[config.mk]
export PLATFORM = sky130hd
export DESIGN_NAME = gpu_block_resource_tracker_core_flat
export DESIGN_NICKNAME = d
export VERILOG_FILES = /design/src/sv/gbrt_pkg.sv /design/src/sv/gbrt_if.sv /design/src/sv/gpu_block_resource_tracker_core.sv /design/src/flat_wrapper.sv
export VERILOG_INCLUDE_DIRS = /design/src /design/src/sv
export SDC_FILE = /design/constraint.sdc
export NUM_CORES = 2
export LEC_CHECK = 0
export BUFFER_PORTS_ARGS = -buffer_cell sky130_fd_sc_hd__buf_4
export CAP_MARGIN = 20
export CELL_PAD_IN_SITES_DETAIL_PLACEMENT = 1
export CELL_PAD_IN_SITES_GLOBAL_PLACEMENT = 1
export CORE_ASPECT_RATIO = 2
export CORE_MARGIN = 1
export CORE_UTILIZATION = 26
export DETAILED_ROUTE_END_ITERATION = 16
export PLACE_DENSITY = 0.6
export SETUP_SLACK_MARGIN = 0.1
export SLEW_MARGIN = 20
export SYNTH_ARGS = -nofsm -noshare
export SYNTH_HDL_FRONTEND = slang
export SYNTH_SLANG_ARGS = --single-unit
[constraint.sdc]
create_clock -name clk_i -period 14.3 [get_ports clk_i]
set_input_delay 2.86 -clock clk_i [delete_from_list [all_inputs] [get_ports clk_i]]
set_output_delay 2.86 -clock clk_i [all_outputs]
set_load 0.01 [all_outputs]
[src/sv/gpu_block_resource_tracker_core_macros.svh]
// ----------------------------------------------------------------------------
// Assertion macros for the GPU block resource tracker
// Concurrent property checks; compiled out when ASSERT_OFF is set.
// ----------------------------------------------------------------------------
`ifndef GPU_BLOCK_RESOURCE_TRACKER_CORE_MACROS_SVH
`define GPU_BLOCK_RESOURCE_TRACKER_CORE_MACROS_SVH

`ifndef ASSERT_OFF
`define GBRT_ASSERT_IMPL(lbl, clk, rst_n, ante, cons, msg) \
  lbl: assert property (@(posedge clk) disable iff (!rst_n) (ante) |-> (cons)) else $error(msg);
`define GBRT_ASSERT_NEXT(lbl, clk, rst_n, ante, cons, msg) \
  lbl: assert property (@(posedge clk) disable iff (!rst_n) (ante) |=> (cons)) else $error(msg);
`else
`define GBRT_ASSERT_IMPL(lbl, clk, rst_n, ante, cons, msg)
`define GBRT_ASSERT_NEXT(lbl, clk, rst_n, ante, cons, msg)
`endif

`endif

[src/sv/gbrt_pkg.sv]
// ----------------------------------------------------------------------------
// GPU block resource tracker package
// Field widths, item types, codes and shared arithmetic helpers.
// ----------------------------------------------------------------------------
package gbrt_pkg;

  localparam int unsigned REGS_W     = 24;
  localparam int unsigned SMEM_W     = 28;
  localparam int unsigned THR_W      = 20;
  localparam int unsigned BLK_W      = 16;
  localparam int unsigned CFG_DATA_W = 28;
  localparam int unsigned CFG_IDX_W  = 2;

  localparam int unsigned ACT_W  = 2;
  localparam int unsigned RPT_W  = 8;
  localparam int unsigned TPB_W  = 11;
  localparam int unsigned SPB_W  = 19;
  localparam int unsigned CNT_W  = 12;
  localparam int unsigned FIT_W  = 16;
  localparam int unsigned DOT_W  = 44;
  localparam int unsigned OCC_W  = 17;
  localparam int unsigned RBLK_W = 19;

  localparam int unsigned MUL_A_W = 28;
  localparam int unsigned MUL_B_W = 19;
  localparam int unsigned MUL_P_W = MUL_A_W + MUL_B_W;
  localparam int unsigned AMT_W   = 31;
  localparam int unsigned ACC_W   = 48;
  localparam int unsigned DVD_W   = 44;
  localparam int unsigned DVS_W   = 28;
  localparam int unsigned QUO_W   = 18;
  localparam int unsigned DIV_STEPS = QUO_W / 2;
  localparam int unsigned STEP_W  = 4;

  localparam logic [REGS_W-1:0] TOTAL_REGS_RST = 24'd65536;
  localparam logic [SMEM_W-1:0] TOTAL_SMEM_RST = 28'd65536;
  localparam logic [THR_W-1:0]  TOTAL_THR_RST  = 20'd2048;
  localparam logic [BLK_W-1:0]  TOTAL_BLK_RST  = 16'd32;

  typedef struct packed {
    logic [ACT_W-1:0] action;
    logic [RPT_W-1:0] regs_per_thread;
    logic [TPB_W-1:0] threads_per_block;
    logic [SPB_W-1:0] smem_per_block;
    logic [CNT_W-1:0] block_count;
  } gbrt_in_t;

  typedef struct packed {
    logic [FIT_W-1:0] fit_blocks;
    logic [DOT_W-1:0] dot_score;
    logic [OCC_W-1:0] occupancy;
  } gbrt_out_t;

  typedef enum logic [ACT_W-1:0] {
    ACT_ACQUIRE = 2'd0,
    ACT_RELEASE = 2'd1,
    ACT_QUERY   = 2'd2
  } gbrt_act_e;

  typedef enum logic [CFG_IDX_W-1:0] {
    CFG_TOTAL_REGS    = 2'd0,
    CFG_TOTAL_SMEM    = 2'd1,
    CFG_TOTAL_THREADS = 2'd2,
    CFG_TOTAL_BLOCKS  = 2'd3
  } gbrt_cfg_e;

  typedef enum logic [3:0] {
    S_IDLE,
    S_REGBLK,
    S_DEM0,
    S_DEM1,
    S_DEM2,
    S_DEM3,
    S_DOT1,
    S_DOT2,
    S_DOT3,
    S_DIVLD,
    S_DIVRUN,
    S_DIVFOLD,
    S_DONE
  } gbrt_state_e;

  typedef enum logic [2:0] {
    JOB_FIT_REG,
    JOB_FIT_THR,
    JOB_FIT_SMEM,
    JOB_OCC_THR,
    JOB_OCC_SMEM,
    JOB_OCC_REG
  } gbrt_job_e;

  typedef struct packed {
    logic [DVS_W-1:0] rem;
    logic             qbit;
  } gbrt_dstep_t;

  // acquire saturates at zero, release saturates at the total
  function automatic logic [SMEM_W-1:0] upd_free(gbrt_act_e act,
                                                 logic [SMEM_W-1:0] free_c,
                                                 logic [AMT_W-1:0] amt,
                                                 logic [SMEM_W-1:0] cap);
    logic [AMT_W:0]    sum;
    logic [SMEM_W-1:0] res;
    sum = (AMT_W+1)'(free_c) + (AMT_W+1)'(amt);
    case (act)
      ACT_ACQUIRE: begin
        res = (AMT_W'(free_c) <= amt) ? '0 : free_c - amt[SMEM_W-1:0];
      end
      ACT_RELEASE: begin
        res = (sum > (AMT_W+1)'(cap)) ? cap : sum[SMEM_W-1:0];
      end
      default: begin
        res = free_c;
      end
    endcase
    return res;
  endfunction

  // one restoring division step
  function automatic gbrt_dstep_t div_step(logic [DVS_W-1:0] rem,
                                           logic din,
                                           logic [DVS_W-1:0] dvs);
    logic [DVS_W:0] trial;
    logic [DVS_W:0] diff;
    gbrt_dstep_t    r;
    trial = {rem, din};
    diff  = trial - {1'b0, dvs};
    if (trial >= {1'b0, dvs}) begin
      r.qbit = 1'b1;
      r.rem  = diff[DVS_W-1:0];
    end else begin
      r.qbit = 1'b0;
      r.rem  = trial[DVS_W-1:0];
    end
    return r;
  endfunction

endpackage

[src/sv/gbrt_if.sv]
// ----------------------------------------------------------------------------
// GPU block resource tracker channels
// Valid/ready channels carrying one job item in and one result item out.
// ----------------------------------------------------------------------------
interface gbrt_in_if;
  logic                valid;
  logic                ready;
  gbrt_pkg::gbrt_in_t  data;

  modport source (output valid, output data, input ready);
  modport sink   (input valid, input data, output ready);
endinterface

interface gbrt_out_if;
  logic                valid;
  logic                ready;
  gbrt_pkg::gbrt_out_t data;

  modport source (output valid, output data, input ready);
  modport sink   (input valid, input data, output ready);
endinterface

[src/sv/gpu_block_resource_tracker_core.sv]
// ----------------------------------------------------------------------------
// GPU block resource tracker: after accept it runs the multiply/update states
// REGBLK, DEM0-DEM3 and DOT1-DOT3, six divider jobs (each skipped, or loaded,
// run and folded) and a result state, on one shared 28x19 multiplier and a
// 2-bit divider. One item at a time; output stalls hold off the next item.
// Async active-low reset loads the default totals and full free counts.
// ----------------------------------------------------------------------------
`include "gpu_block_resource_tracker_core_macros.svh"

module gpu_block_resource_tracker_core (
  input  logic                            clk_i,
  input  logic                            rst_ni,
  input  logic                            cfg_we_i,
  input  logic [gbrt_pkg::CFG_IDX_W-1:0]  cfg_idx_i,
  input  logic [gbrt_pkg::CFG_DATA_W-1:0] cfg_data_i,
  gbrt_in_if.sink                         in_i,
  gbrt_out_if.source                      out_o
);

  import gbrt_pkg::*;

  gbrt_state_e state_q, state_d;
  gbrt_job_e   job_q;

  logic [REGS_W-1:0] total_regs_q, free_regs_q;
  logic [SMEM_W-1:0] total_smem_q, free_smem_q;
  logic [THR_W-1:0]  total_thr_q,  free_thr_q;
  logic [BLK_W-1:0]  total_blk_q,  free_blk_q;

  logic [ACT_W-1:0]  act_q;
  logic [RPT_W-1:0]  rpt_q;
  logic [TPB_W-1:0]  tpb_q;
  logic [SPB_W-1:0]  spb_q;
  logic [CNT_W-1:0]  cnt_q;

  logic [RBLK_W-1:0]  rblk_q;
  logic [MUL_P_W-1:0] prod_q;
  logic [ACC_W-1:0]   acc_q;
  logic [FIT_W-1:0]   fit_q;
  logic [OCC_W-1:0]   occ_q;

  logic [DVS_W-1:0]  rem_q, dvs_q;
  logic [QUO_W-1:0]  dvd_q, quo_q;
  logic [STEP_W-1:0] step_q;

  logic      out_valid_q;
  gbrt_out_t out_data_q;

  logic [MUL_A_W-1:0] mul_a;
  logic [MUL_B_W-1:0] mul_b;
  logic [MUL_P_W-1:0] mul_p;

  logic [SMEM_W-1:0] upd_in, upd_cap, upd_res;
  logic [AMT_W-1:0]  upd_amt;

  logic             ld_skip, ld_ovf;
  logic [DVD_W-1:0] ld_dvd;
  logic [DVS_W-1:0] ld_dvs;
  gbrt_dstep_t      ds1, ds2;

  logic             in_fire, out_fire, out_room, last_job, fit_job;
  logic [DOT_W-1:0] dot_sat;
  logic             free_ok, div_run;

  assign in_fire  = in_i.valid & in_i.ready;
  assign out_fire = out_valid_q & out_o.ready;
  assign out_room = !out_valid_q || out_o.ready;
  assign last_job = (job_q == JOB_OCC_REG);
  assign fit_job  = job_q inside {JOB_FIT_REG, JOB_FIT_THR, JOB_FIT_SMEM};
  assign dot_sat  = (acc_q[ACC_W-1:DOT_W] != '0) ? '1 : acc_q[DOT_W-1:0];
  assign free_ok  = (free_regs_q <= total_regs_q) && (free_smem_q <= total_smem_q) &&
                    (free_thr_q <= total_thr_q) && (free_blk_q <= total_blk_q);
  assign div_run  = (state_q == S_DIVRUN);

  // shared multiplier
  always_comb begin
    case (state_q)
      S_REGBLK: begin mul_a = MUL_A_W'(tpb_q);       mul_b = MUL_B_W'(rpt_q);  end
      S_DEM0:   begin mul_a = MUL_A_W'(rblk_q);      mul_b = MUL_B_W'(cnt_q);  end
      S_DEM1:   begin mul_a = MUL_A_W'(tpb_q);       mul_b = MUL_B_W'(cnt_q);  end
      S_DEM2:   begin mul_a = MUL_A_W'(spb_q);       mul_b = MUL_B_W'(cnt_q);  end
      S_DEM3:   begin mul_a = MUL_A_W'(free_regs_q); mul_b = MUL_B_W'(rblk_q); end
      S_DOT1:   begin mul_a = MUL_A_W'(free_thr_q);  mul_b = MUL_B_W'(tpb_q);  end
      S_DOT2:   begin mul_a = free_smem_q;           mul_b = MUL_B_W'(spb_q);  end
      default:  begin mul_a = '0;                    mul_b = '0;               end
    endcase
    mul_p = MUL_P_W'(mul_a) * MUL_P_W'(mul_b);
  end

  // shared free-count update unit
  always_comb begin
    case (state_q)
      S_DEM0: begin
        upd_in = SMEM_W'(free_blk_q); upd_amt = AMT_W'(cnt_q); upd_cap = SMEM_W'(total_blk_q);
      end
      S_DEM1: begin
        upd_in = SMEM_W'(free_regs_q); upd_amt = prod_q[AMT_W-1:0];
        upd_cap = SMEM_W'(total_regs_q);
      end
      S_DEM2: begin
        upd_in = SMEM_W'(free_thr_q); upd_amt = prod_q[AMT_W-1:0];
        upd_cap = SMEM_W'(total_thr_q);
      end
      S_DEM3: begin
        upd_in = free_smem_q; upd_amt = prod_q[AMT_W-1:0]; upd_cap = total_smem_q;
      end
      default: begin
        upd_in = '0; upd_amt = '0; upd_cap = '0;
      end
    endcase
    upd_res = upd_free(gbrt_act_e'(act_q), upd_in, upd_amt, upd_cap);
  end

  // divider job setup
  always_comb begin
    case (job_q)
      JOB_FIT_REG: begin
        ld_skip = (free_blk_q == '0) || (tpb_q == '0) || (rblk_q == '0);
        ld_dvd  = DVD_W'(free_regs_q);
        ld_dvs  = DVS_W'(rblk_q);
      end
      JOB_FIT_THR: begin
        ld_skip = (free_blk_q == '0) || (tpb_q == '0);
        ld_dvd  = DVD_W'(free_thr_q);
        ld_dvs  = DVS_W'(tpb_q);
      end
      JOB_FIT_SMEM: begin
        ld_skip = (free_blk_q == '0) || (spb_q == '0);
        ld_dvd  = DVD_W'(free_smem_q);
        ld_dvs  = DVS_W'(spb_q);
      end
      JOB_OCC_THR: begin
        ld_skip = (total_thr_q == '0) || (free_thr_q >= total_thr_q);
        ld_dvd  = {DVS_W'(total_thr_q - free_thr_q), 16'b0};
        ld_dvs  = DVS_W'(total_thr_q);
      end
      JOB_OCC_SMEM: begin
        ld_skip = (total_smem_q == '0) || (free_smem_q >= total_smem_q);
        ld_dvd  = {total_smem_q - free_smem_q, 16'b0};
        ld_dvs  = total_smem_q;
      end
      JOB_OCC_REG: begin
        ld_skip = (total_regs_q == '0) || (free_regs_q >= total_regs_q);
        ld_dvd  = {DVS_W'(total_regs_q - free_regs_q), 16'b0};
        ld_dvs  = DVS_W'(total_regs_q);
      end
      default: begin
        ld_skip = 1'b1;
        ld_dvd  = '0;
        ld_dvs  = '0;
      end
    endcase
    // quotient too large for the unit: no limit on the fit count
    ld_ovf = DVS_W'(ld_dvd[DVD_W-1:QUO_W]) >= ld_dvs;
  end

  assign ds1 = div_step(rem_q, dvd_q[QUO_W-1], dvs_q);
  assign ds2 = div_step(ds1.rem, dvd_q[QUO_W-2], dvs_q);

  // next state
  always_comb begin
    state_d = state_q;
    case (state_q)
      S_IDLE:    if (in_fire) state_d = S_REGBLK;
      S_REGBLK:  state_d = S_DEM0;
      S_DEM0:    state_d = S_DEM1;
      S_DEM1:    state_d = S_DEM2;
      S_DEM2:    state_d = S_DEM3;
      S_DEM3:    state_d = S_DOT1;
      S_DOT1:    state_d = S_DOT2;
      S_DOT2:    state_d = S_DOT3;
      S_DOT3:    state_d = S_DIVLD;
      S_DIVLD: begin
        if (ld_skip || ld_ovf) begin
          state_d = last_job ? S_DONE : S_DIVLD;
        end else begin
          state_d = S_DIVRUN;
        end
      end
      S_DIVRUN:  if (step_q == STEP_W'(DIV_STEPS - 1)) state_d = S_DIVFOLD;
      S_DIVFOLD: state_d = last_job ? S_DONE : S_DIVLD;
      S_DONE:    if (out_room) state_d = S_IDLE;
      default:   state_d = S_IDLE;
    endcase
  end

  // outputs
  always_comb begin
    in_i.ready  = (state_q == S_IDLE);
    out_o.valid = out_valid_q;
    out_o.data  = out_data_q;
  end

  always_ff @(posedge clk_i or negedge rst_ni) begin
    if (!rst_ni) begin
      state_q <= S_IDLE;
    end else begin
      state_q <= state_d;
    end
  end

  always_ff @(posedge clk_i or negedge rst_ni) begin
    if (!rst_ni) begin
      job_q        <= JOB_FIT_REG;
      total_regs_q <= TOTAL_REGS_RST;
      total_smem_q <= TOTAL_SMEM_RST;
      total_thr_q  <= TOTAL_THR_RST;
      total_blk_q  <= TOTAL_BLK_RST;
      free_regs_q  <= TOTAL_REGS_RST;
      free_smem_q  <= TOTAL_SMEM_RST;
      free_thr_q   <= TOTAL_THR_RST;
      free_blk_q   <= TOTAL_BLK_RST;
      act_q        <= '0;
      rpt_q        <= '0;
      tpb_q        <= '0;
      spb_q        <= '0;
      cnt_q        <= '0;
      rblk_q       <= '0;
      prod_q       <= '0;
      acc_q        <= '0;
      fit_q        <= '0;
      occ_q        <= '0;
      rem_q        <= '0;
      dvs_q        <= '0;
      dvd_q        <= '0;
      quo_q        <= '0;
      step_q       <= '0;
      out_valid_q  <= 1'b0;
      out_data_q   <= '0;
    end else begin
      prod_q <= mul_p;
      if ((state_q == S_DONE) && out_room) begin
        out_valid_q <= 1'b1;
      end else if (out_fire) begin
        out_valid_q <= 1'b0;
      end

      case (state_q)
        S_IDLE: begin
          if (in_fire) begin
            act_q <= in_i.data.action;
            rpt_q <= in_i.data.regs_per_thread;
            tpb_q <= in_i.data.threads_per_block;
            spb_q <= in_i.data.smem_per_block;
            cnt_q <= in_i.data.block_count;
          end
        end
        S_REGBLK: rblk_q <= mul_p[RBLK_W-1:0];
        S_DEM0:   free_blk_q  <= upd_res[BLK_W-1:0];
        S_DEM1:   free_regs_q <= upd_res[REGS_W-1:0];
        S_DEM2:   free_thr_q  <= upd_res[THR_W-1:0];
        S_DEM3: begin
          free_smem_q <= upd_res;
          fit_q       <= free_blk_q;
          occ_q       <= '0;
        end
        S_DOT1: acc_q <= ACC_W'(prod_q);
        S_DOT2: acc_q <= acc_q + ACC_W'(prod_q);
        S_DOT3: begin
          acc_q <= acc_q + ACC_W'(prod_q);
          job_q <= JOB_FIT_REG;
        end
        S_DIVLD: begin
          if (ld_skip || ld_ovf) begin
            if (!last_job) job_q <= gbrt_job_e'(job_q + 3'd1);
          end else begin
            rem_q  <= DVS_W'(ld_dvd[DVD_W-1:QUO_W]);
            dvs_q  <= ld_dvs;
            dvd_q  <= ld_dvd[QUO_W-1:0];
            quo_q  <= '0;
            step_q <= '0;
          end
        end
        S_DIVRUN: begin
          rem_q  <= ds2.rem;
          quo_q  <= {quo_q[QUO_W-3:0], ds1.qbit, ds2.qbit};
          dvd_q  <= {dvd_q[QUO_W-3:0], 2'b00};
          step_q <= step_q + STEP_W'(1);
        end
        S_DIVFOLD: begin
          if (fit_job) begin
            if (quo_q < QUO_W'(fit_q)) fit_q <= quo_q[FIT_W-1:0];
          end else begin
            if (quo_q > QUO_W'(occ_q)) occ_q <= quo_q[OCC_W-1:0];
          end
          if (!last_job) job_q <= gbrt_job_e'(job_q + 3'd1);
        end
        S_DONE: begin
          if (out_room) begin
            out_data_q.fit_blocks <= fit_q;
            out_data_q.dot_score  <= dot_sat;
            out_data_q.occupancy  <= occ_q;
          end
        end
        default: ;
      endcase

      // write totals only while idle (unchecked); a write reloads the free count
      if (cfg_we_i) begin
        case (gbrt_cfg_e'(cfg_idx_i))
          CFG_TOTAL_REGS: begin
            total_regs_q <= cfg_data_i[REGS_W-1:0];
            free_regs_q  <= cfg_data_i[REGS_W-1:0];
          end
          CFG_TOTAL_SMEM: begin
            total_smem_q <= cfg_data_i[SMEM_W-1:0];
            free_smem_q  <= cfg_data_i[SMEM_W-1:0];
          end
          CFG_TOTAL_THREADS: begin
            total_thr_q <= cfg_data_i[THR_W-1:0];
            free_thr_q  <= cfg_data_i[THR_W-1:0];
          end
          CFG_TOTAL_BLOCKS: begin
            total_blk_q <= cfg_data_i[BLK_W-1:0];
            free_blk_q  <= cfg_data_i[BLK_W-1:0];
          end
          default: ;
        endcase
      end
    end
  end

  `GBRT_ASSERT_IMPL(a_free_le_total, clk_i, rst_ni, 1'b1, free_ok, "free count above total")
  `GBRT_ASSERT_NEXT(a_busy_after_accept, clk_i, rst_ni, in_fire, !in_i.ready, "ready while busy")
  `GBRT_ASSERT_IMPL(a_rem_below_divisor, clk_i, rst_ni, div_run, rem_q < dvs_q, "bad remainder")

endmodule

[src/flat_wrapper.sv]
// flat-port wrapper written by rule: the top's interface ports become plain ports
module gpu_block_resource_tracker_core_flat import gbrt_pkg::*;
  (clk_i, rst_ni, cfg_we_i, cfg_idx_i, cfg_data_i, in_i_valid, in_i_data, in_i_ready, out_o_valid, out_o_data, out_o_ready);
  gbrt_in_if in_i_i ();
  gbrt_out_if out_o_i ();
  input  logic clk_i;
  input  logic rst_ni;
  input  logic cfg_we_i;
  input  logic [gbrt_pkg::CFG_IDX_W-1:0] cfg_idx_i;
  input  logic [gbrt_pkg::CFG_DATA_W-1:0] cfg_data_i;
  input wire logic [$bits(in_i_i.valid)-1:0] in_i_valid;
  input wire logic [$bits(in_i_i.data)-1:0] in_i_data;
  output wire logic [$bits(in_i_i.ready)-1:0] in_i_ready;
  output wire logic [$bits(out_o_i.valid)-1:0] out_o_valid;
  output wire logic [$bits(out_o_i.data)-1:0] out_o_data;
  input wire logic [$bits(out_o_i.ready)-1:0] out_o_ready;
  assign in_i_i.valid = in_i_valid;
  assign in_i_i.data = in_i_data;
  assign in_i_ready = in_i_i.ready;
  assign out_o_valid = out_o_i.valid;
  assign out_o_data = out_o_i.data;
  assign out_o_i.ready = out_o_ready;
  gpu_block_resource_tracker_core u_core (.clk_i(clk_i), .rst_ni(rst_ni), .cfg_we_i(cfg_we_i), .cfg_idx_i(cfg_idx_i), .cfg_data_i(cfg_data_i), .in_i(in_i_i), .out_o(out_o_i));
endmodule
==> results.md <==
* Status: finished clean
* Global Route Usage Sum at a little under 30%
* Sink Count at 556
* Largest net degree at the start of global routing at 162
* Syn-to-layout area delta at 12.5%
* CP Launch Type: register
* Fin cells at between 9000 and 10000
* Setup TNS at 0 ps
* Fin area at 64900 um2
* Register area share after synthesis at approximately a quarter
* Maxcap violations at 0
* Yosys Warn Count at 0
* Synth top area cells: dfrtp_1 24%, fa_1 16%, ha_1 9.9%, nand2_1 6.9%, inv_1 5.4%
* Most instantiated cells after synthesis: 1060 x nand2_1, 830 x inv_1, 548 x dfrtp_1, 527 x nor2_1, 456 x ha_1
* Ys flop type: dfrtp_1
* Final Cycle Share at 80.7%
* Syn Nets at 7857
* Post-DP Area at about 63000 um2
* WL final at 328 mm
* RSZ-0062 raised after global routing: false
* Drt wl/cell at 33.0 um
* Routed via count at 55700
* Longest Clk Path Bufs at 3
* Yosys top cell by area: dfrtp_1
* CTS tree: done
* Count of final setup violators at 0
* Hold Buf Count CTS at 0
* Via-to-Cell Ratio at roughly 5.6
* Initial antenna violation count at 33
* Post-CTS Setup Bufs at 0
* Die H at 668 um
* Core footprint at 221000 um2
* Gr ovfl total at 0
* EDFF count, synth at 0
* Vias in the first global route at 61200
* Worst-Margin Slew at 1280 ps
* Fin. Hold Viols at 0
* Number of optimization iterations in the first detailed-route pass at 7
* Yosys cell types at a little under 100
* Fmax at approximately 87 MHz
* Layout cells sized above 1 at 9.08%
* Worst slew margin at 13.5%
* Worst reg2reg setup slack at 2760 ps
* Die W at 335 um
* CTS buffer count at 58
* Syn_area_per_cell at around 8.4 um2
* Clk Latency, worst-skew pair at ~780 ps
* Number of port buffers at 165
* Initial DRC count at 3889
* Die Footprint at between 200000 and 250000 um2
* Critical Path End Type: register
* Post-Syn Instances at 6865
* Worst Path Required at 14980 ps
* #FFs+latches synth at about 560
* Residual DRC count at 0
* Root Driver: clkbuf_16
* Top Ports at 166
* Post-synth top area share at between 20% and 30%
* CTS resizes at 0
* GPL Wtd Cong at between 1 and 1.5
* Critical path class: reg -> reg
* Post-synth ARST share at 100%
* Final nets at 7905
* Crit Path Max Fanout at between 40 and 50
* Placed wire-length estimate at 260 mm
* Post-route ant nets at 0
* Top-count cell post-synth: nand2_1
* Synthesized cell area at 57700 um2
* Minimum clock period at about 12000 ps
* Row count at between 200 and 250
* Max H-tree Level at 2
* Reg clk slew, reported paths at ~70 ps
* Kind of path behind the tightest hold check: reg -> reg
* First-pass GRT wire length at 460 mm
* DP Cell Count at 9796
* Slew Limit Fails at 0
* Starting density of the core at 26.1%
* Fin Clk Skew at 56.1 ps
* Worst EP arrival at around 12000 ps
## cells by family (layout without fill, tap and decap cells)
logic type / count (synthesis) / after routing / synth area share (%)
AOI/OAI and AO/OA: 1703 / 1703 / 19.8
and+or+nand+nor: 2132 / 2132 / 16.1
muxes: 177 / 177 / 3.28
adders and majority gates: 905 / 905 / 25.5
xor gates and xnor gates: 229 / 229 / 3.47
other: 0 / 19 / 0
buffers and inverters: 1163 / 1258 / 7.80
DFF: 556 / 556 / 24.1
## sequential cells by signal (all words and copies together), names as in the netlist, 12 cells and up
name,count
u_core.acc_q,48
u_core.out_o.data,77
u_core.prod_q,47
u_core.rblk_q,19
u_core.dvs_q,28
u_core.free_blk_q,16
u_core.total_regs_q,24
u_core.spb_q,19
u_core.free_smem_q,28
u_core.dvd_q,18
u_core.cnt_q,12
u_core.quo_q,18
u_core.occ_q,17
u_core.total_blk_q,16
u_core.free_thr_q,20
u_core.total_smem_q,28
u_core.free_regs_q,24
u_core.fit_q,16
u_core.rem_q,28
u_core.total_thr_q,20
## final timing paths
check                                       from                     to  cells after the start
hold / removal             u_core.out_o.data[67]  u_core.out_o.data[67]                      2
setup reg to reg               u_core.state_q[0]  u_core.free_regs_q[4]                     25
hold reg to reg            u_core.out_o.data[67]  u_core.out_o.data[67]                      2
setup / recovery               u_core.state_q[0]  u_core.free_regs_q[4]                     25
min in group asynchronous                 rst_ni       u_core.rem_q[23]                      1
max in group asynchronous                 rst_ni       u_core.spb_q[13]                      4
## worst max-delay path: stages, from the launching register on
cell       delay, ps
dfrtp_1          720
nor2b_1          290
and2_4           590
buf_4            510
buf_4            600
a221o_1          650
ha_1             410
or2_1            300
a211oi_2         440
o211ai_2         280
a2111oi_4        790
o31ai_1          280
o21ai_0          210
a21oi_1          100
xnor2_1          340
ha_1             240
nand4_1          210
nor4_1           620
nand3_1          220
and2_0           220
a31oi_1          340
nand2_1          570
nor3_2          1150
a21oi_1          260
o21ai_1          710
a221o_1          280
## placed cells by master, fill, tap and decap left out, drive strengths merged, types with 183 or more instances in the layout
| cell type | synthesis | routed |
|---|---|---|
| nand2 | 1061 | 1061 |
| dfrtp | 548 | 548 |
| nor2 | 530 | 530 |
| inv | 832 | 837 |
| fa | 449 | 449 |
| ha | 456 | 456 |
| a21oi | 339 | 339 |
| buf | 73 | 317 |
| o21ai | 381 | 381 |
| a22oi | 183 | 183 |
## per-stage QoR
stage	util, %	hold slack [ps]	setup WS (ps)
floorplan	-	433	6180
global placement	28.4	461	4020
detailed placement	28.4	472	3820
CTS	29.3	491	3800
global route	29.4	510	2540
finish	29.4	490	2760
## routing by layer
metal	global-route usage (%)	share of wire, %	vias up
met5	0	0.039	-
met4	33.2	14	18
met3	5.85	5.7	1391
met2	52.1	50	2294
met1	26.1	30	28400
li1	-	-	23500
## final cells by class
| class | instances | area, um2 |
|---|---|---|
| sequential | 556 | 13900 |
| clock buffer | 77 | 1620 |
| multi-input combinational | 5146 | 39600 |
| fill | 26000 | 156000 |
| inverter | 833 | 3130 |
| clock inverter | 30 | 492 |
| tap | 2952 | 3690 |
| antenna | 19 | 47.5 |
| timing repair buffer | 318 | 2420 |
Power is left out: the tool's default activity adds up to more than one toggle a clock period on the data nets, which glitch-free logic cannot reach.
